$ cat src/rtl/ulsup_pkg.sv
package ulsup_pkg;

  typedef enum logic [3:0] {
    PH_IDLE    = 4'd0,
    PH_DELAY   = 4'd1,
    PH_FWINFO  = 4'd2,
    PH_FWWAIT  = 4'd3,
    PH_CLOCK   = 4'd4,
    PH_CLKWAIT = 4'd5,
    PH_NORMAL  = 4'd6,
    PH_RECWAIT = 4'd7,
    PH_LOGWAIT = 4'd8
  } phase_e;

  typedef enum logic [2:0] {
    SK_NONE    = 3'd0,
    SK_FWINFO  = 3'd1,
    SK_CLOCK   = 3'd2,
    SK_DEVINFO = 3'd3,
    SK_TAX     = 3'd4,
    SK_METER   = 3'd5,
    SK_LOG     = 3'd6
  } send_e;

  typedef enum logic [1:0] {
    VD_ACCEPT  = 2'd0,
    VD_CRC_BAD = 2'd1,
    VD_SEQ_BAD = 2'd2,
    VD_TICK    = 2'd3
  } verdict_e;

  typedef enum logic [1:0] {
    RL_NONE    = 2'd0,
    RL_DEVINFO = 2'd1,
    RL_TAX     = 2'd2,
    RL_METER   = 2'd3
  } release_e;

  // reply kinds
  localparam logic [2:0] RK_FWINFO  = 3'd0;
  localparam logic [2:0] RK_CLOCK   = 3'd1;
  localparam logic [2:0] RK_LOG     = 3'd3;
  localparam logic [2:0] RK_DEVINFO = 3'd4;
  localparam logic [2:0] RK_TAX     = 3'd5;
  localparam logic [2:0] RK_METER   = 3'd6;

  localparam logic OP_REPLY = 1'b1;

  localparam logic [1:0] BM_GUN   = 2'd1;
  localparam logic [1:0] BM_METER = 2'd2;

  // configuration register map
  localparam int unsigned AddrW = 5;
  localparam int unsigned NumRegs = 8;
  localparam logic [2:0] REG_START_DELAY = 3'd0;
  localparam logic [2:0] REG_FW_TIMEOUT  = 3'd1;
  localparam logic [2:0] REG_FW_RETRY    = 3'd2;
  localparam logic [2:0] REG_CLK_TIMEOUT = 3'd3;
  localparam logic [2:0] REG_CLK_RETRY   = 3'd4;
  localparam logic [2:0] REG_REC_TIMEOUT = 3'd5;
  localparam logic [2:0] REG_LOG_TIMEOUT = 3'd6;
  localparam logic [2:0] REG_NORM_RETRY  = 3'd7;

  localparam logic [7:0] RST_START_DELAY = 8'd6;
  localparam logic [7:0] RST_FW_TIMEOUT  = 8'd6;
  localparam logic [7:0] RST_FW_RETRY    = 8'd5;
  localparam logic [7:0] RST_CLK_TIMEOUT = 8'd30;
  localparam logic [7:0] RST_CLK_RETRY   = 8'd3;
  localparam logic [7:0] RST_REC_TIMEOUT = 8'd30;
  localparam logic [7:0] RST_LOG_TIMEOUT = 8'd15;
  localparam logic [7:0] RST_NORM_RETRY  = 8'd3;

  typedef struct packed {
    logic [7:0] start_delay_ticks;
    logic [7:0] fw_info_timeout;
    logic [7:0] fw_info_retry_limit;
    logic [7:0] clock_timeout;
    logic [7:0] clock_retry_limit;
    logic [7:0] record_timeout;
    logic [7:0] log_timeout;
    logic [7:0] normal_retry_limit;
  } cfg_t;

  typedef struct packed {
    logic        opcode;
    logic        network_ready;
    logic        devinfo_pending;
    logic        tax_record_pending;
    logic        meter_record_pending;
    logic        log_due;
    logic        time_sync_due;
    logic [2:0]  reply_kind;
    logic        reply_flag;
    logic [31:0] reply_seq;
    logic        crc_ok;
    logic [1:0]  board_mode;
  } item_t;

  typedef struct packed {
    send_e       send_kind;
    logic [31:0] send_seq;
    logic        link_reset;
    verdict_e    verdict;
    logic        set_clock;
    release_e    release_kind;
    logic [31:0] upload_count;
    phase_e      fsm_state;
    logic        last;
  } result_t;

endpackage

$ cat src/rtl/ulsup_cfg.sv
module ulsup_cfg (
  input  logic                        clk_i,
  input  logic                        rst_ni,
  input  logic                        psel,
  input  logic                        penable,
  input  logic                        pwrite,
  input  logic [ulsup_pkg::AddrW-1:0] paddr,
  input  logic [31:0]                 pwdata,
  output logic [31:0]                 prdata,
  output logic                        pready,
  output ulsup_pkg::cfg_t             cfg_o
);
  import ulsup_pkg::*;

  logic [7:0] regs_q [NumRegs];
  logic [2:0] idx;
  logic       wr_en;

  assign idx    = paddr[AddrW-1:2];
  assign pready = 1'b1;
  assign wr_en  = psel & penable & pwrite & pready;
  assign prdata = {24'd0, regs_q[idx]};

  always_ff @(posedge clk_i or negedge rst_ni) begin
    if (!rst_ni) begin
      regs_q[REG_START_DELAY] <= RST_START_DELAY;
      regs_q[REG_FW_TIMEOUT]  <= RST_FW_TIMEOUT;
      regs_q[REG_FW_RETRY]    <= RST_FW_RETRY;
      regs_q[REG_CLK_TIMEOUT] <= RST_CLK_TIMEOUT;
      regs_q[REG_CLK_RETRY]   <= RST_CLK_RETRY;
      regs_q[REG_REC_TIMEOUT] <= RST_REC_TIMEOUT;
      regs_q[REG_LOG_TIMEOUT] <= RST_LOG_TIMEOUT;
      regs_q[REG_NORM_RETRY]  <= RST_NORM_RETRY;
    end else if (wr_en) begin
      regs_q[idx] <= pwdata[7:0];
    end
  end

  always_comb begin
    cfg_o.start_delay_ticks   = regs_q[REG_START_DELAY];
    cfg_o.fw_info_timeout     = regs_q[REG_FW_TIMEOUT];
    cfg_o.fw_info_retry_limit = regs_q[REG_FW_RETRY];
    cfg_o.clock_timeout       = regs_q[REG_CLK_TIMEOUT];
    cfg_o.clock_retry_limit   = regs_q[REG_CLK_RETRY];
    cfg_o.record_timeout      = regs_q[REG_REC_TIMEOUT];
    cfg_o.log_timeout         = regs_q[REG_LOG_TIMEOUT];
    cfg_o.normal_retry_limit  = regs_q[REG_NORM_RETRY];
  end

endmodule

$ cat src/rtl/ulsup_core.sv
module ulsup_core (
  input  logic               clk_i,
  input  logic               rst_ni,
  input  logic               accept_i,
  input  ulsup_pkg::item_t   item_i,
  input  ulsup_pkg::cfg_t    cfg_i,
  output ulsup_pkg::result_t res0_o,
  output ulsup_pkg::result_t res1_o,
  output logic               two_o
);
  import ulsup_pkg::*;

  typedef struct packed {
    logic [7:0] wait_count;
    logic [7:0] retry_count;
    logic       expired;
    logic       give_up;
  } wait_t;

  function automatic wait_t wait_step(logic [7:0] wc, logic [7:0] rc,
                                      logic [7:0] timeout, logic [7:0] limit);
    wait_t      w;
    logic [7:0] wc1;
    logic [7:0] rc1;
    wc1 = (wc == 8'hFF) ? wc : wc + 8'd1;
    rc1 = (rc == 8'hFF) ? rc : rc + 8'd1;
    w.expired = (wc1 >= timeout);
    w.give_up = w.expired && (rc1 >= limit);
    w.wait_count  = w.expired ? 8'd0 : wc1;
    w.retry_count = w.expired ? rc1 : rc;
    return w;
  endfunction

  phase_e      phase_q, phase_d;
  logic [7:0]  delay_q, delay_d;
  logic [7:0]  wait_q, wait_d;
  logic [7:0]  retry_q, retry_d;
  logic [31:0] seq_q, seq_d;
  logic [31:0] acked_q, acked_d;

  send_e       send_a, send_b;
  logic        link_rst;
  verdict_e    verdict;
  logic        set_clk;
  release_e    rel;
  wait_t       ws;
  logic [7:0]  dly_inc;

  // next state
  always_comb begin
    phase_d  = phase_q;
    delay_d  = delay_q;
    wait_d   = wait_q;
    retry_d  = retry_q;
    acked_d  = acked_q;
    send_a   = SK_NONE;
    send_b   = SK_NONE;
    link_rst = 1'b0;
    verdict  = VD_TICK;
    set_clk  = 1'b0;
    rel      = RL_NONE;
    ws       = '0;
    dly_inc  = delay_q + 8'd1;

    if (item_i.opcode == OP_REPLY) begin
      if (!item_i.crc_ok) begin
        verdict = VD_CRC_BAD;
      end else if (item_i.reply_flag && (item_i.reply_seq + 32'd1) != seq_q) begin
        verdict = VD_SEQ_BAD;
      end else begin
        verdict = VD_ACCEPT;
        case (item_i.reply_kind)
          RK_FWINFO: begin
            if (phase_q == PH_FWWAIT) begin
              phase_d = PH_CLOCK;
              delay_d = '0; wait_d = '0; retry_d = '0;
            end
          end
          RK_CLOCK: begin
            set_clk = 1'b1;
            if (phase_q == PH_CLKWAIT) begin
              phase_d = PH_NORMAL;
              delay_d = '0; wait_d = '0; retry_d = '0;
            end
          end
          RK_LOG: begin
            if (phase_q == PH_LOGWAIT) begin
              phase_d = PH_NORMAL;
              delay_d = '0; wait_d = '0; retry_d = '0;
            end
          end
          RK_DEVINFO, RK_TAX, RK_METER: begin
            rel = release_e'(2'(item_i.reply_kind - RK_LOG));
            if ((item_i.reply_kind == RK_TAX && item_i.board_mode == BM_GUN) ||
                (item_i.reply_kind == RK_METER && item_i.board_mode == BM_METER)) begin
              acked_d = acked_q + 32'd1;
            end
            if (phase_q == PH_RECWAIT) begin
              phase_d = PH_NORMAL;
              delay_d = '0; wait_d = '0; retry_d = '0;
            end
          end
          default: ;
        endcase
      end
    end else begin
      unique case (phase_q)
        PH_IDLE: begin
          if (item_i.network_ready) begin
            phase_d = PH_DELAY;
            delay_d = '0; wait_d = '0; retry_d = '0;
          end
        end
        PH_DELAY: begin
          delay_d = dly_inc;
          if (dly_inc == cfg_i.start_delay_ticks) begin
            phase_d = PH_FWINFO;
            delay_d = '0;
          end
        end
        PH_FWINFO: begin
          send_a  = SK_FWINFO;
          phase_d = PH_FWWAIT;
        end
        PH_FWWAIT: begin
          ws = wait_step(wait_q, retry_q, cfg_i.fw_info_timeout, cfg_i.fw_info_retry_limit);
          wait_d  = ws.wait_count;
          retry_d = ws.retry_count;
          if (ws.expired) phase_d = ws.give_up ? PH_IDLE : PH_FWINFO;
          link_rst = ws.give_up;
        end
        PH_CLOCK: begin
          send_a  = SK_CLOCK;
          phase_d = PH_CLKWAIT;
          wait_d  = '0;
        end
        PH_CLKWAIT: begin
          ws = wait_step(wait_q, retry_q, cfg_i.clock_timeout, cfg_i.clock_retry_limit);
          wait_d  = ws.wait_count;
          retry_d = ws.retry_count;
          if (ws.expired) phase_d = ws.give_up ? PH_IDLE : PH_CLOCK;
          link_rst = ws.give_up;
        end
        PH_NORMAL: begin
          if (item_i.devinfo_pending) send_a = SK_DEVINFO;
          else if (item_i.tax_record_pending) send_a = SK_TAX;
          else if (item_i.meter_record_pending) send_a = SK_METER;
          if (send_a != SK_NONE) begin
            phase_d = PH_RECWAIT;
            wait_d  = '0;
          end
          if (item_i.log_due) begin
            // a resync request takes the slot instead of the log
            if (item_i.time_sync_due) begin
              phase_d = PH_CLOCK;
              delay_d = '0; wait_d = '0; retry_d = '0;
            end else begin
              send_b  = SK_LOG;
              phase_d = PH_LOGWAIT;
              wait_d  = '0;
            end
          end
        end
        PH_RECWAIT: begin
          ws = wait_step(wait_q, retry_q, cfg_i.record_timeout, cfg_i.normal_retry_limit);
          wait_d  = ws.wait_count;
          retry_d = ws.retry_count;
          if (ws.expired) phase_d = ws.give_up ? PH_IDLE : PH_NORMAL;
          link_rst = ws.give_up;
        end
        PH_LOGWAIT: begin
          ws = wait_step(wait_q, retry_q, cfg_i.log_timeout, cfg_i.normal_retry_limit);
          wait_d  = ws.wait_count;
          retry_d = ws.retry_count;
          if (ws.expired) phase_d = ws.give_up ? PH_IDLE : PH_NORMAL;
          link_rst = ws.give_up;
        end
        default: phase_d = PH_IDLE;
      endcase
    end

    seq_d = seq_q + 32'(send_a != SK_NONE) + 32'(send_b != SK_NONE);
  end

  // result items
  always_comb begin
    res0_o = '0;
    res0_o.verdict      = verdict;
    res0_o.set_clock    = set_clk;
    res0_o.release_kind = rel;
    res0_o.upload_count = acked_d;
    res0_o.fsm_state    = phase_d;
    res0_o.last         = 1'b1;
    res0_o.link_reset   = link_rst;
    res1_o = res0_o;
    two_o  = 1'b0;
    if (send_a != SK_NONE) begin
      res0_o.send_kind = send_a;
      res0_o.send_seq  = seq_q;
      if (send_b != SK_NONE) begin
        two_o            = 1'b1;
        res0_o.last      = 1'b0;
        res1_o.send_kind = send_b;
        res1_o.send_seq  = seq_q + 32'd1;
      end
    end else if (send_b != SK_NONE) begin
      res0_o.send_kind = send_b;
      res0_o.send_seq  = seq_q;
    end
  end

  always_ff @(posedge clk_i or negedge rst_ni) begin
    if (!rst_ni) begin
      phase_q <= PH_IDLE;
      delay_q <= '0;
      wait_q  <= '0;
      retry_q <= '0;
      seq_q   <= '0;
      acked_q <= '0;
    end else if (accept_i) begin
      phase_q <= phase_d;
      delay_q <= delay_d;
      wait_q  <= wait_d;
      retry_q <= retry_d;
      seq_q   <= seq_d;
      acked_q <= acked_d;
    end
  end

  a_reply_keeps_seq: assert property (@(posedge clk_i) disable iff (!rst_ni)
    accept_i && item_i.opcode == OP_REPLY |=> seq_q == $past(seq_q))
    else $error("sequence number moved on a reply");

  a_tick_keeps_count: assert property (@(posedge clk_i) disable iff (!rst_ni)
    accept_i && item_i.opcode != OP_REPLY |=> acked_q == $past(acked_q))
    else $error("upload count moved on a tick");

  a_pair_order: assert property (@(posedge clk_i) disable iff (!rst_ni)
    two_o |-> !res0_o.last && res1_o.last && res0_o.send_kind != SK_NONE &&
              res1_o.send_kind == SK_LOG)
    else $error("bad record and log pair");

  a_reset_to_idle: assert property (@(posedge clk_i) disable iff (!rst_ni)
    res0_o.link_reset |-> res0_o.fsm_state == PH_IDLE && res0_o.send_kind == SK_NONE)
    else $error("link reset without return to idle");

endmodule

$ cat src/rtl/ulsup_obuf.sv
module ulsup_obuf (
  input  logic               clk_i,
  input  logic               rst_ni,
  input  logic               push_i,
  input  logic               two_i,
  input  ulsup_pkg::result_t res0_i,
  input  ulsup_pkg::result_t res1_i,
  output logic               space_o,
  output logic               out_valid_o,
  input  logic               out_ready_i,
  output ulsup_pkg::result_t res_o
);
  import ulsup_pkg::*;

  localparam int unsigned Depth = 4;
  localparam int unsigned PtrW  = $clog2(Depth);
  localparam int unsigned CntW  = $clog2(Depth + 1);

  result_t         mem_q [Depth];
  logic [PtrW-1:0] head_q, head_d;
  logic [PtrW-1:0] tail_q, tail_d;
  logic [CntW-1:0] cnt_q, cnt_d;
  logic [PtrW-1:0] tail_nx;
  logic            pop;

  // room for two results keeps one transfer a cycle going while results drain
  assign space_o     = cnt_q <= CntW'(Depth - 2);
  assign out_valid_o = cnt_q != '0;
  assign res_o       = mem_q[head_q];
  assign pop         = out_valid_o & out_ready_i;
  assign tail_nx     = tail_q + PtrW'(1);

  always_comb begin
    head_d = pop ? head_q + PtrW'(1) : head_q;
    tail_d = tail_q;
    cnt_d  = cnt_q - CntW'(pop);
    if (push_i) begin
      tail_d = two_i ? tail_q + PtrW'(2) : tail_nx;
      cnt_d  = cnt_d + (two_i ? CntW'(2) : CntW'(1));
    end
  end

  always_ff @(posedge clk_i or negedge rst_ni) begin
    if (!rst_ni) begin
      head_q <= '0;
      tail_q <= '0;
      cnt_q  <= '0;
    end else begin
      head_q <= head_d;
      tail_q <= tail_d;
      cnt_q  <= cnt_d;
    end
  end

  always_ff @(posedge clk_i) begin
    if (push_i) begin
      mem_q[tail_q] <= res0_i;
      if (two_i) mem_q[tail_nx] <= res1_i;
    end
  end

endmodule

$ cat src/rtl/upload_link_supervisor.sv
// upload link supervisor
// input channel: in_valid_i/in_ready_o carry one item, either a scheduler
// tick (opcode 0) or a received reply (opcode 1). a transfer updates the
// link state machine, sequence counter and upload counter in the same cycle.
// output channel: out_valid_o/out_ready_i carry result items. a reply gives
// one result, a tick gives one, or two when a record and a log are sent
// together; last_o marks the final result of an item.
// a result is written into the result queue when its item is taken.
// throughput: one item per cycle while each gives one result and the
// receiver takes results; an item with two results drains them one at a
// time through the single output port of the four-entry result queue.
// in_ready_o stays high while the queue has room for two results, so the
// block keeps taking items while a result waits; a stalled receiver fills
// the queue and then holds off the input side.
// reset: registers go to their default values, the link is idle and the
// sequence and upload counters are zero.
// configuration: APB writes at byte address 4*index; the user must make
// them only while no item or result is in flight; block does not enforce it.
module upload_link_supervisor (
  input  logic                        clk_i,
  input  logic                        rst_ni,
  input  logic                        psel,
  input  logic                        penable,
  input  logic                        pwrite,
  input  logic [ulsup_pkg::AddrW-1:0] paddr,
  input  logic [31:0]                 pwdata,
  output logic [31:0]                 prdata,
  output logic                        pready,
  input  logic                        in_valid_i,
  output logic                        in_ready_o,
  input  logic                        opcode_i,
  input  logic                        network_ready_i,
  input  logic                        devinfo_pending_i,
  input  logic                        tax_record_pending_i,
  input  logic                        meter_record_pending_i,
  input  logic                        log_due_i,
  input  logic                        time_sync_due_i,
  input  logic [2:0]                  reply_kind_i,
  input  logic                        reply_flag_i,
  input  logic [31:0]                 reply_seq_i,
  input  logic                        crc_ok_i,
  input  logic [1:0]                  board_mode_i,
  output logic                        out_valid_o,
  input  logic                        out_ready_i,
  output logic [2:0]                  send_kind_o,
  output logic [31:0]                 send_seq_o,
  output logic                        link_reset_o,
  output logic [1:0]                  verdict_o,
  output logic                        set_clock_o,
  output logic [1:0]                  release_kind_o,
  output logic [31:0]                 upload_count_o,
  output logic [3:0]                  fsm_state_o,
  output logic                        last_o
);
  import ulsup_pkg::*;

  cfg_t    cfg;
  item_t   item;
  result_t res0, res1, res;
  logic    two;
  logic    accept;

  assign accept = in_valid_i & in_ready_o;

  always_comb begin
    item.opcode               = opcode_i;
    item.network_ready        = network_ready_i;
    item.devinfo_pending      = devinfo_pending_i;
    item.tax_record_pending   = tax_record_pending_i;
    item.meter_record_pending = meter_record_pending_i;
    item.log_due              = log_due_i;
    item.time_sync_due        = time_sync_due_i;
    item.reply_kind           = reply_kind_i;
    item.reply_flag           = reply_flag_i;
    item.reply_seq            = reply_seq_i;
    item.crc_ok               = crc_ok_i;
    item.board_mode           = board_mode_i;
  end

  ulsup_cfg u_cfg (
    .clk_i   (clk_i),
    .rst_ni  (rst_ni),
    .psel    (psel),
    .penable (penable),
    .pwrite  (pwrite),
    .paddr   (paddr),
    .pwdata  (pwdata),
    .prdata  (prdata),
    .pready  (pready),
    .cfg_o   (cfg)
  );

  ulsup_core u_core (
    .clk_i    (clk_i),
    .rst_ni   (rst_ni),
    .accept_i (accept),
    .item_i   (item),
    .cfg_i    (cfg),
    .res0_o   (res0),
    .res1_o   (res1),
    .two_o    (two)
  );

  ulsup_obuf u_obuf (
    .clk_i       (clk_i),
    .rst_ni      (rst_ni),
    .push_i      (accept),
    .two_i       (two),
    .res0_i      (res0),
    .res1_i      (res1),
    .space_o     (in_ready_o),
    .out_valid_o (out_valid_o),
    .out_ready_i (out_ready_i),
    .res_o       (res)
  );

  assign send_kind_o    = res.send_kind;
  assign send_seq_o     = res.send_seq;
  assign link_reset_o   = res.link_reset;
  assign verdict_o      = res.verdict;
  assign set_clock_o    = res.set_clock;
  assign release_kind_o = res.release_kind;
  assign upload_count_o = res.upload_count;
  assign fsm_state_o    = res.fsm_state;
  assign last_o         = res.last;

endmodule
$ cat config.mk
export PLATFORM = sky130hd
export DESIGN_NAME = upload_link_supervisor
export DESIGN_NICKNAME = d
export VERILOG_FILES = /design/src/rtl/ulsup_pkg.sv /design/src/rtl/ulsup_cfg.sv /design/src/rtl/ulsup_core.sv /design/src/rtl/ulsup_obuf.sv /design/src/rtl/upload_link_supervisor.sv
export SDC_FILE = /design/constraint.sdc
export NUM_CORES = 1
export LEC_CHECK = 0
export BUFFER_PORTS_ARGS = -buffer_cell sky130_fd_sc_hd__buf_2
export CORE_ASPECT_RATIO = 1.5
export CORE_UTILIZATION = 25
export DETAILED_ROUTE_END_ITERATION = 10
export GPL_TIMING_DRIVEN = 0
export HOLD_SLACK_MARGIN = 0.03
export PLACE_DENSITY_LB_ADDON = 0.3
export SKIP_LAST_GASP = 1
export SYNTH_ARGS = -nofsm -noshare
export SYNTH_HDL_FRONTEND = slang
export SYNTH_SLANG_ARGS = --single-unit
$ cat constraint.sdc
create_clock -name clk_i -period 4.67 [get_ports clk_i]
set_input_delay 0.7005 -clock clk_i [delete_from_list [all_inputs] [get_ports clk_i]]
set_output_delay 0.7005 -clock clk_i [all_outputs]
set_load 0.05 [all_outputs]
-- After elaboration in Yosys (flattened, before gate mapping)
Memories as Yosys holds them, arrays and structs flattened.
Cells that the tools add are included.
- bits in registers: 163
- memory bits (writable): 312
- input bits: 90
- output and inout port bits: 113
- word-level logic and storage cells: 205
- memories: 1
- $add $sub $neg: 14
- magnitude comparators: 10
- equality and inequality tests: 34
- muxes and demuxes: 102
- bitwise gates (word level): 5
- reduce and logical (&&, ||, !) cells: 22
- memory list (name ; words ; width ; rd ports ; clocked after memory_dff ; wr ports ; RTL line ; RTL):
    u_obuf.mem_q ; 4 ; 78 ; 1 ; 0 ; 2 ; ulsup_obuf.sv:19 ; result_t mem_q [Depth];
- operator list (kind ; number):
    $mux 8 ; 28
    $mux 32 ; 5
    $mux 35 ; 4
    $add 32x1->32 const B ; 3
    $add 32x1->32 ; 2
    $bwmux 64 ; 1
    $mux 4 ; 16
    $ge 8x8->1 ; 7
    $pmux 8 s7 ; 1
    $pmux 8 s6 ; 1
    $mux 3 ; 14
    $pmux 4 s9 ; 1
    $ne 32x32->1 ; 1
    $pmux 8 s4 ; 1
    $add 8x1->8 const B ; 3
    $bmux 8 s3 ; 1
    $demux 8 s3 ; 1
    $pmux 8 s3 ; 1
    $ne 3x3->1 const B ; 7
    $mux 2 ; 10
    $eq 4x3->1 const B ; 4
    $eq 8x8->1 const B ; 2
    $pmux 4 s4 ; 1
    $reduce_and 16->1 ; 1
    other kinds (38) ; 71

-- Depth between registers and ports, before layout
Gate-level depths: netlist of the first run.
- depth after elaboration: 12
- mapped depth: 18

-- Cells and area by module
Synthesis of the first run repeated with hierarchy kept, for this count alone.
- cells, all modules: 2304
- area, all modules: 28860.2 um2
- modules (own cells, without submodules) (module ; times used ; cells each ; area an instance (um2)):
    ulsup_obuf ; 1 ; 809 ; 15668.8
    ulsup_core ; 1 ; 1276 ; 9929.5
    ulsup_cfg ; 1 ; 218 ; 3255.6
    upload_link_supervisor ; 1 ; 1 ; 6.3

-- Least setup slack after synthesis of the first run
Ideal clock, no wire load.
- kind: flip-flop to flip-flop
- start: reg u_core.phase_q[1]
- end: mem u_obuf.mem_q[0][33] (netlist bit) (data pin)
- library setup time: 153 ps
- data arrival time: 4422 ps
- required time: 4517 ps
- path slack: 95 ps
- cell stages (with the launch flop): 14
- buffers on the path: 2
- clock period less this slack: 4575 ps
- path through: dfrtp_1 > clkbuf_1 > nand2b_1 > or2_2 > or3b_2 > nor2_1 > nand2_1 > inv_2 > and3_1 > clkbuf_1 > a21oi_1 > inv_1 > nand2_1 > mux2i_1
- RTL lines (element ; RTL line ; RTL):
    start, declared ; ulsup_core.sv:34 ; phase_e phase_q, phase_d;
    start signal, assigned ; ulsup_core.sv:221 ; phase_q <= phase_d;
    end, declared ; ulsup_obuf.sv:19 ;

-- Worst setup path in the final report of the first run
- start: reg u_core.wait_q[0]
- end: reg u_core.wait_q[3]
- word-level cells in the longest chain between the ends: 6
- RTL lines (element ; RTL line ; RTL):
    start, declared ; ulsup_core.sv:36 ; logic [7:0] wait_q, wait_d;
    start signal, assigned ; ulsup_core.sv:223 ; wait_q <= wait_d;
    $add 8x1->8 or $eq 8x8->1 (tied branches) ; ulsup_core.sv:25 ; wc1 = (wc == 8'hFF) ? wc : wc + 8'd1;
    $mux 8 (*) ; ulsup_core.sv:25 ;
    $ge 8x8->1 ; ulsup_core.sv:27 ; w.expired = (wc1 >= timeout);
    $mux 8 ; ulsup_core.sv:29 ; w.wait_count = w.expired ? 8'd0 : wc1;
    $pmux 8 s7 (*) ; ulsup_core.sv:107 ; unique case (phase_q)
    $mux 8 (*) ; ulsup_core.sv:65 ; if (item_i.opcode == OP_REPLY) begin
Mark *: on every way between the ends. The rest lies on a longest branch, timed or not.
A chain may end at the register's enable or synchronous reset.

==> metrics.md, run 1 <==
| Metric | Value |
|---|---|
| Status | completed |
| Skew final | 0.0583 ns |
| CTS clk-pin slew, worst paths | 0.06 ns |
| Most used cell along the critical path | ha_1 |
| Synth area leader | edfxtp_1 |
| Final Hold Vio Count | 0 |
| Post-synthesis area per instance | 10.6 µm² |
| Die H | 405 µm |
| Tmin final | 4.50 ns |
| Synthesized area | 27100 µm² |
| # IOs | 203 |
| Final Net Count | 2940 |
| Clk_lat worst skew | 0.64 ns |
| Maximum vdd drop | 0.318 mV |
| Cells after Synth | 2554 |
| Hold crit path type | in2reg |
| Yosys top cell area share | 33.7% |
| Die area | 110000 µm² |
| Synthesis-to-finish area growth | 16.5% |
| Clock Power Share | 26.2% |
| Initial core utilization | 25.3% |
| Worst EP arrival | 5.03 ns |
| Post-CTS Setup Inserts | 0 |
| #FFs+latches synth | 475 |
| CP delay by family, top | simple AND/OR/NAND/NOR gates |
| Number of global-route vias before repair | 20845 |
| Worst Tran Pin Value | 1.43 ns |
| Core ar. | 107000 µm² |
| CP peak stage delay | 0.50 ns |
| DR pass1 iterations | 6 |
| Post-synthesis sequential area ratio | 49.5% |
| CTS tree | built |
| Initial drt markers | 1412 |
| Synth top cells by count | nor2_1, edfxtp_1, o21ai_0 |
| Largest net degree at the start of global routing | 99 |
| Crit path max fanout | 9 |
| RSZ-0062 raised after global routing | true |
| CTS Sinks | 475 |
| Netlist cell types | 90 |
| Fmax | 0.222 GHz |
| Setup slack, reg-to-reg | 0.17 ns |
| DP Cell Count | 4137 |
| DRT antenna net count | 0 |
| Initial antenna violation count | 14 |
| Max_cap viols | 0 |
| Slew Limit Fails | 0 |
| Synth Flop Type | edfxtp_1 |
| Slew Limit Headroom | 3.69% |
| Period utilization | 96.4% |
| Type of origin of the critical path | flop |
| Critical path, cell by cell | ha_1 > nand2_1 > nor2_1 > nand3_2 > xnor2_4 > ha_1 > nand2b_1 > a2111oi_0 > a2111oi_1 > clkdlybuf4s18_2 > nor3_1 > a221o_2 > o21ai_1 > or2_2 > o41ai_1 |
| Residual DRC | 0 |
| Syn. warnings | 0 |
| Final setup fails | 0 |
| Routed WL per cell | 21.4 µm |
| Switching share of power | 41.4% |
| Global-route wire length before repair | 135000 µm |
| Leakage power | 0.0114 µW |
| Final Util | 29.4% |
| Rows | 147 |
| Most frequent cell after synthesis | nor2_1 |
| Layout cells sized above 1 | 15.6% |
| Switch Pwr | 6400 µW |
| # H-tree levels | 2 |
| Critical path's slowest cell | dfrtp_1 |
| Largest cells by area after synthesis | edfxtp_1, dfrtp_1, mux4_2, o21ai_0, nor2_1 |
| Crit Path Class | reg2reg |
| PortBufs | 139 |
| Die Wd | 271 µm |
| Root buffer cell | clkbuf_16 |
| Number of buffers on the longest clock path | 3 |
| CTS buffer count | 47 |
| Cell Pwr Density | 489 nW/µm² |
| Number of synthesized flops with an enable pin | 304 |
| Vias per cell | 4.93 |
| Cell-internal power | 9040 µW |
| Asr flop ratio synth | 34.3% |
| Overflow after GRT | 0 |
| Sequential Power Share | 34.4% |
| Final non-filler cell total | 4227 |
| Critical Path RT | 5.20 ns |
| Via Count | 20860 |
| RePlAce Congestion | 0.845 |
| Comb power frac | 39.4% |
| Detailed placer's ending HPWL | 66000 µm |
| Final wirelength | 90500 µm |
| Worst Path Buf+Inv | 1 |
| CP endpoint kind | flop |
| GRT Util Overall | 16.3% |
[layer usage]
layer,routed length [µm],vias to the layer above,global-route usage (%)
met2,45600,626,28.9
met5,121,-,0
met1,35600,10276,19.0
li1,-,9733,-
met4,4350,20,7.93
met3,4840,205,2.55
[cells in the final DEF (no fill, tap or decap), types with 17 or more instances in the layout]
| master | netlist | routed |
|---|---|---|
| mux2i_1 | 22 | 22 |
| edfxtp_1 | 304 | 304 |
| inv_1 | 90 | 86 |
| a21oi_1 | 53 | 53 |
| clkbuf_16 | 0 | 47 |
| nand3_1 | 70 | 69 |
| buf_2 | 8 | 146 |
| buf_4 | 26 | 26 |
| clkbuf_1 | 139 | 154 |
| ha_1 | 77 | 77 |
| nand2b_1 | 36 | 36 |
| and3_1 | 19 | 19 |
| nor2_1 | 310 | 309 |
| nand4_1 | 38 | 38 |
| xor2_1 | 79 | 78 |
| xnor2_1 | 84 | 82 |
| or3_1 | 17 | 17 |
| o21ai_0 | 256 | 255 |
| dfstp_2 | 22 | 22 |
| nor4_1 | 25 | 24 |
| o31ai_1 | 36 | 36 |
| conb_1 | 2 | 25 |
| mux4_2 | 84 | 84 |
| buf_1 | 20 | 20 |
| mux2_2 | 20 | 20 |
| nand2_1 | 253 | 253 |
| nor3_1 | 70 | 70 |
| dfrtp_1 | 141 | 141 |
[worst reg2reg max path: cells and delay by family, from the launching register on]
family | cells | cell delay, ns
AO/OA/AOI/OAI | 5 | 1.35
XOR/XNOR | 1 | 0.31
adder cells (fa/ha/maj) | 2 | 0.56
buffers and inverters | 1 | 0.30
flip-flops | 1 | 0.50
AND/OR/NAND/NOR | 6 | 1.38
[sequential cells by signal, summed over array words and instances (netlist names)]
signal and flops:
u_cfg.cfg_o 64, u_core.acked_q 32, u_core.delay_q 8, u_core.phase_q 4
u_core.retry_q 8, u_core.seq_q 32, u_core.wait_q 8, u_obuf.cnt_q 3
u_obuf.head_q 2, u_obuf.mem_q 312, u_obuf.tail_q 2
[power by group through the flow]
stage                     clock (µW)  combinational, µW  sequential (µW)
final                           4050               6080             5320
after global routing            4260               6480             5360
after CTS                       4130               6190             5320
after detailed placement           0               6170             5400
after global placement             0               6090             5440
after floorplan                    0               4350             5300
[repair_timing]
item | 4_1_cts | 5_1_grt
setup endpoints to repair | 205 | 147
cloned | 0 | 0
resized for setup | 7 | 13
hold buffers | 1 | 0
hold endpoints to repair | 1 | 0
[logic make-up after synthesis]
kind of cell    after synthesis  synth area share, %
compound gates              505                 12.6
xor+xnor                    163                 5.27
fa+ha+maj                    79                 3.70
buf+inv                     284                 4.33
flops                       475                 49.5
mux                         126                 8.63
other cells                   2               0.0277
simple gates                920                 16.0
[per-stage QoR]
step | hold slack (ns) | instance area (µm²) | total power (µW) | setup TNS, ns | worst slack [ns]
2_1_floorplan | 0.405 | 27200 | 9650 | 0 | 0.0947
3_3_place_gp | 0.443 | 29600 | 11500 | -787.19 | -2.58
3_5_place_dp | 0.454 | 29800 | 11600 | -29.42 | -0.251
4_1_cts | 0.398 | 31500 | 15600 | 0 | 0.00413
5_1_grt | 0.426 | 31600 | 16100 | -0.190 | -0.123
6_report | 0.423 | 31600 | 15400 | 0 | 0.169
[path summary, 6_finish.rpt]
kind,start,to,cells after the start
min reg2reg,u_obuf.mem_q[3][0],u_obuf.mem_q[3][0],2
min,pwdata[0],u_cfg.cfg_o[56],2
min in group asynchronous,rst_ni,u_core.acked_q[7],2
max reg2reg,u_core.wait_q[0],u_core.wait_q[3],15
max,u_core.wait_q[0],u_core.wait_q[3],15
max in group asynchronous,rst_ni,u_cfg.cfg_o[4],3
[final cells by class]
type                    instances  area, µm²
clock buffers                  69       1320
plain buffers                 192        828
fillers                     11153      75700
repair buffers                146        863
clock inverters                19        285
well taps                    1415       1770
diodes                          2       5.00
inverters                      91        378
flip-flops and latches        475      13400
multi-input cells            1818      12700
Note: power is estimated with default switching activity, not from simulation.
==> inputs of run 2 (changes only) <==
CORE_ASPECT_RATIO = 0.7   (was 1.5)
CTS_BUF_LIST = sky130_fd_sc_hd__clkbuf_4 sky130_fd_sc_hd__clkbuf_8 sky130_fd_sc_hd__clkbuf_16   (was not set)
==> metrics.md, run 2 (same netlist as run 1, synthesis figures left out) <==
| Metric | Value |
|---|---|
| Status | completed (unchanged) |
| R2R Path End | u_obuf.mem_q[0][36] (was u_core.wait_q[3]) |
| Initial antenna violation count | 13 (was 14) |
| Slew Limit Fails | 0 (unchanged) |
| Max_cap viols | 0 (unchanged) |
| R2R cell count | 12 (was 15) |
| Worst EP arrival | 4.75 ns (was 5.03 ns) |
| Core ar. | 107000 µm² (about the same) |
| Residual DRC | 0 (unchanged) |
| Crit path max fanout | 10 (was 9) |
| Die area | 110000 µm² (about the same) |
| CTS tree | built (unchanged) |
| Die Wd | 395 µm (was 271 µm) |
| Worst setup margin | 0.242 ns (was 0.169 ns) |
| Die H | 277 µm (was 405 µm) |
| Hold crit path type | in2async (was in2reg) |
| Switching share of power | 41.8% (was 41.4%) |
| Type of origin of the critical path | flop (unchanged) |
| Switch Pwr | 6550 µW (was 6400 µW) |
| Overflow after GRT | 0 (unchanged) |
| Via Count | 21104 (was 20860) |
| Vias per cell | 4.97 (was 4.93) |
| Clk_lat worst skew | 0.65 ns (was 0.64 ns) |
| Sequential Power Share | 33.9% (was 34.4%) |
| Tmin final | 4.43 ns (was 4.50 ns) |
| RSZ-0062 raised after global routing | true (unchanged) |
| Layout cells sized above 1 | 16.3% (was 15.6%) |
| Number of global-route vias before repair | 20303 (was 20845) |
| Cell-internal power | 9110 µW (was 9040 µW) |
| Crit Path Class | reg2reg (unchanged) |
| Maximum vdd drop | 0.260 mV (was 0.318 mV) |
| PortBufs | 139 (unchanged) |
| Final non-filler cell total | 4247 (was 4227) |
| Critical path's slowest cell | a21oi_1 (was dfrtp_1) |
| Final Net Count | 2944 (was 2940) |
| Root buffer cell | clkbuf_16 (unchanged) |
| Final Hold Vio Count | 0 (unchanged) |
| Largest register FFs | 312 (unchanged) |
| Rows | 100 (was 147) |
| Global-route wire length before repair | 137000 µm (was 135000 µm) |
| Synthesis-to-finish area growth | 17.0% (was 16.5%) |
| Initial core utilization | 25.3% (about the same) |
| CP peak stage delay | 1.05 ns (was 0.50 ns) |
| Worst Tran Pin Value | 1.34 ns (was 1.43 ns) |
| Placement-stage worst setup slack | -0.183 ns (was -0.251 ns) |
| Final wirelength | 92600 µm (was 90500 µm) |
| Setup slack, reg-to-reg | 0.24 ns (was 0.17 ns) |
| DRT antenna net count | 0 (unchanged) |
| Routed WL per cell | 21.8 µm (was 21.4 µm) |
| Cell Pwr Density | 494 nW/µm² (was 489 nW/µm²) |
| Comb power frac | 39.4% (about the same) |
| Leakage power | 0.0114 µW (about the same) |
| Slew Limit Headroom | 10.8% (was 3.69%) |
| CTS Sinks | 475 (unchanged) |
| Period utilization | 94.8% (was 96.4%) |
| Reg-to-reg startpoint | u_core.phase_q[1] (was u_core.wait_q[0]) |
| Most frequent cells in the layout | nor2_1, edfxtp_1, o21ai_0 (unchanged) |
| Initial drt markers | 2114 (was 1412) |
| Most used cell along the critical path | clkbuf_1 (was ha_1) |
| CTS clk-pin slew, worst paths | 0.07 ns (was 0.06 ns) |
| Critical Path RT | 4.99 ns (was 5.20 ns) |
| GRT Util Overall | 16.6% (was 16.3%) |
| Skew final | 0.0637 ns (was 0.0583 ns) |
| Critical path, cell by cell | clkbuf_1 > nand2b_1 > or4_1 > clkbuf_1 > nand2_1 > nand2_1 > inv_2 > and3_1 > clkbuf_1 > a21oi_1 > clkbuf_1 > nor2_1 (was ha_1 > nand2_1 > nor2_1 > nand3_2 > xnor2_4 > ha_1 > nand2b_1 > a2111oi_0 > a2111oi_1 > clkdlybuf4s18_2 > nor3_1 > a221o_2 > o21ai_1 > or2_2 > o41ai_1) |
| Number of buffers on the longest clock path | 3 (unchanged) |
| DP Cell Count | 4150 (was 4137) |
| CP endpoint kind | flop (unchanged) |
| Commonest non-fill, non-tap cell in the layout | nor2_1 (unchanged) |
| # H-tree levels | 2 (unchanged) |
| DR pass1 iterations | 6 (unchanged) |
| RePlAce Congestion | 0.865 (was 0.845) |
| Final setup fails | 0 (unchanged) |
| Reg with most FFs | u_obuf.mem_q (unchanged) |
| Fmax | 0.226 GHz (was 0.222 GHz) |
| CTS Hold Bufs | 0 (was 1) |
| Largest net degree at the start of global routing | 92 (was 99) |
| # IOs | 203 (unchanged) |
| CTS buffer count | 51 (was 47) |
| Final Power | 15700 µW (was 15400 µW) |
| Post-CTS Setup Inserts | 0 (unchanged) |
| Detailed placer's ending HPWL | 67100 µm (was 66000 µm) |
| Clock Power Share | 26.6% (was 26.2%) |
[run 2: cell types whose count changed in the layout (fill, tap and decap cells not counted), moves of 3 or more]
cell,before,now
clkinv_2,7,13
clkinv_1,2,8
clkbuf_8,6,2
clkbuf_1,154,138
clkbuf_4,0,7
clkbuf_16,47,51
clkinv_4,0,3
[run 2: what timing repair did]
| action | in CTS | in global routing |
|---|---|---|
| cloned | 0 | 1 |
| endpoints found under the setup margin | 165 | 181 |
| resized for setup | 6 | 25 |
[run 2: per-layer routing]
metal,global-route usage (%),up-vias,share of wire [%]
met4,3.59,12,1.9
met2,24.3,813,42
met1,24.3,10371,47
met5,0,-,0.072
met3,4.24,134,8.9
li1,-,9774,-
[run 2: cell type report]
type | count | area, µm²
Timing Repair Buffer | 145 | 871
Clock inverter | 33 | 322
Buffer | 192 | 830
Tap cell | 1428 | 1790
Inverter | 91 | 392
Sequential cell | 475 | 13400
Fill cell | 11142 | 75200
Clock buffer | 60 | 1360
Antenna cell | 4 | 10.0
Timing Repair inverter | 1 | 8.76
Multi-Input combinational cell | 1818 | 12700
[run 2: critical path, delay by kind of cell, from the launching register on]
family                 cells  cell delay [ns]
DFF                        1             0.37
and+or+nand+nor            6             1.22
buffers and inverters      5             1.47
AOI/OAI and AO/OA          1             1.05
[run 2: power by group through the flow]
| stage | clock network, µW | registers, µW | logic (µW) |
|---|---|---|---|
| after floorplan | 0 | 5300 | 4350 |
| after global placement | 0 | 5440 | 6180 |
| after detailed placement | 0 | 5390 | 6230 |
| after CTS | 4260 | 5310 | 6270 |
| after global routing | 4420 | 5370 | 6580 |
| final | 4170 | 5320 | 6170 |
[run 2: worst max-delay path by stage]
stage                            from  cells past startpoint  slack [ns]                  end
finish              u_core.phase_q[1]                     12        0.24  u_obuf.mem_q[0][36]
global route        u_core.phase_q[1]                     12      0.0006  u_obuf.mem_q[0][36]
CTS                  u_core.wait_q[0]                     16      0.0008   u_obuf.mem_q[2][3]
detailed placement  u_core.phase_q[1]                     12       -0.18  u_obuf.mem_q[0][57]
global placement    u_core.phase_q[1]                     13       -2.57  u_obuf.mem_q[0][33]
floorplan           u_core.phase_q[1]                     13        0.09  u_obuf.mem_q[0][33]
[run 2: per-stage QoR]
step | setup TNS (ns) | hold slack, ns | util [%] | area [µm²]
2_1_floorplan | 0 | 0.405 | - | 27200
3_3_place_gp | -779.69 | 0.460 | 27.8 | 29700
3_5_place_dp | -13.34 | 0.466 | 27.9 | 29800
4_1_cts | 0 | 0.0724 | 29.5 | 31600
5_1_grt | 0 | 0.0732 | 29.6 | 31700
6_report | 0 | 0.0465 | 29.7 | 31700
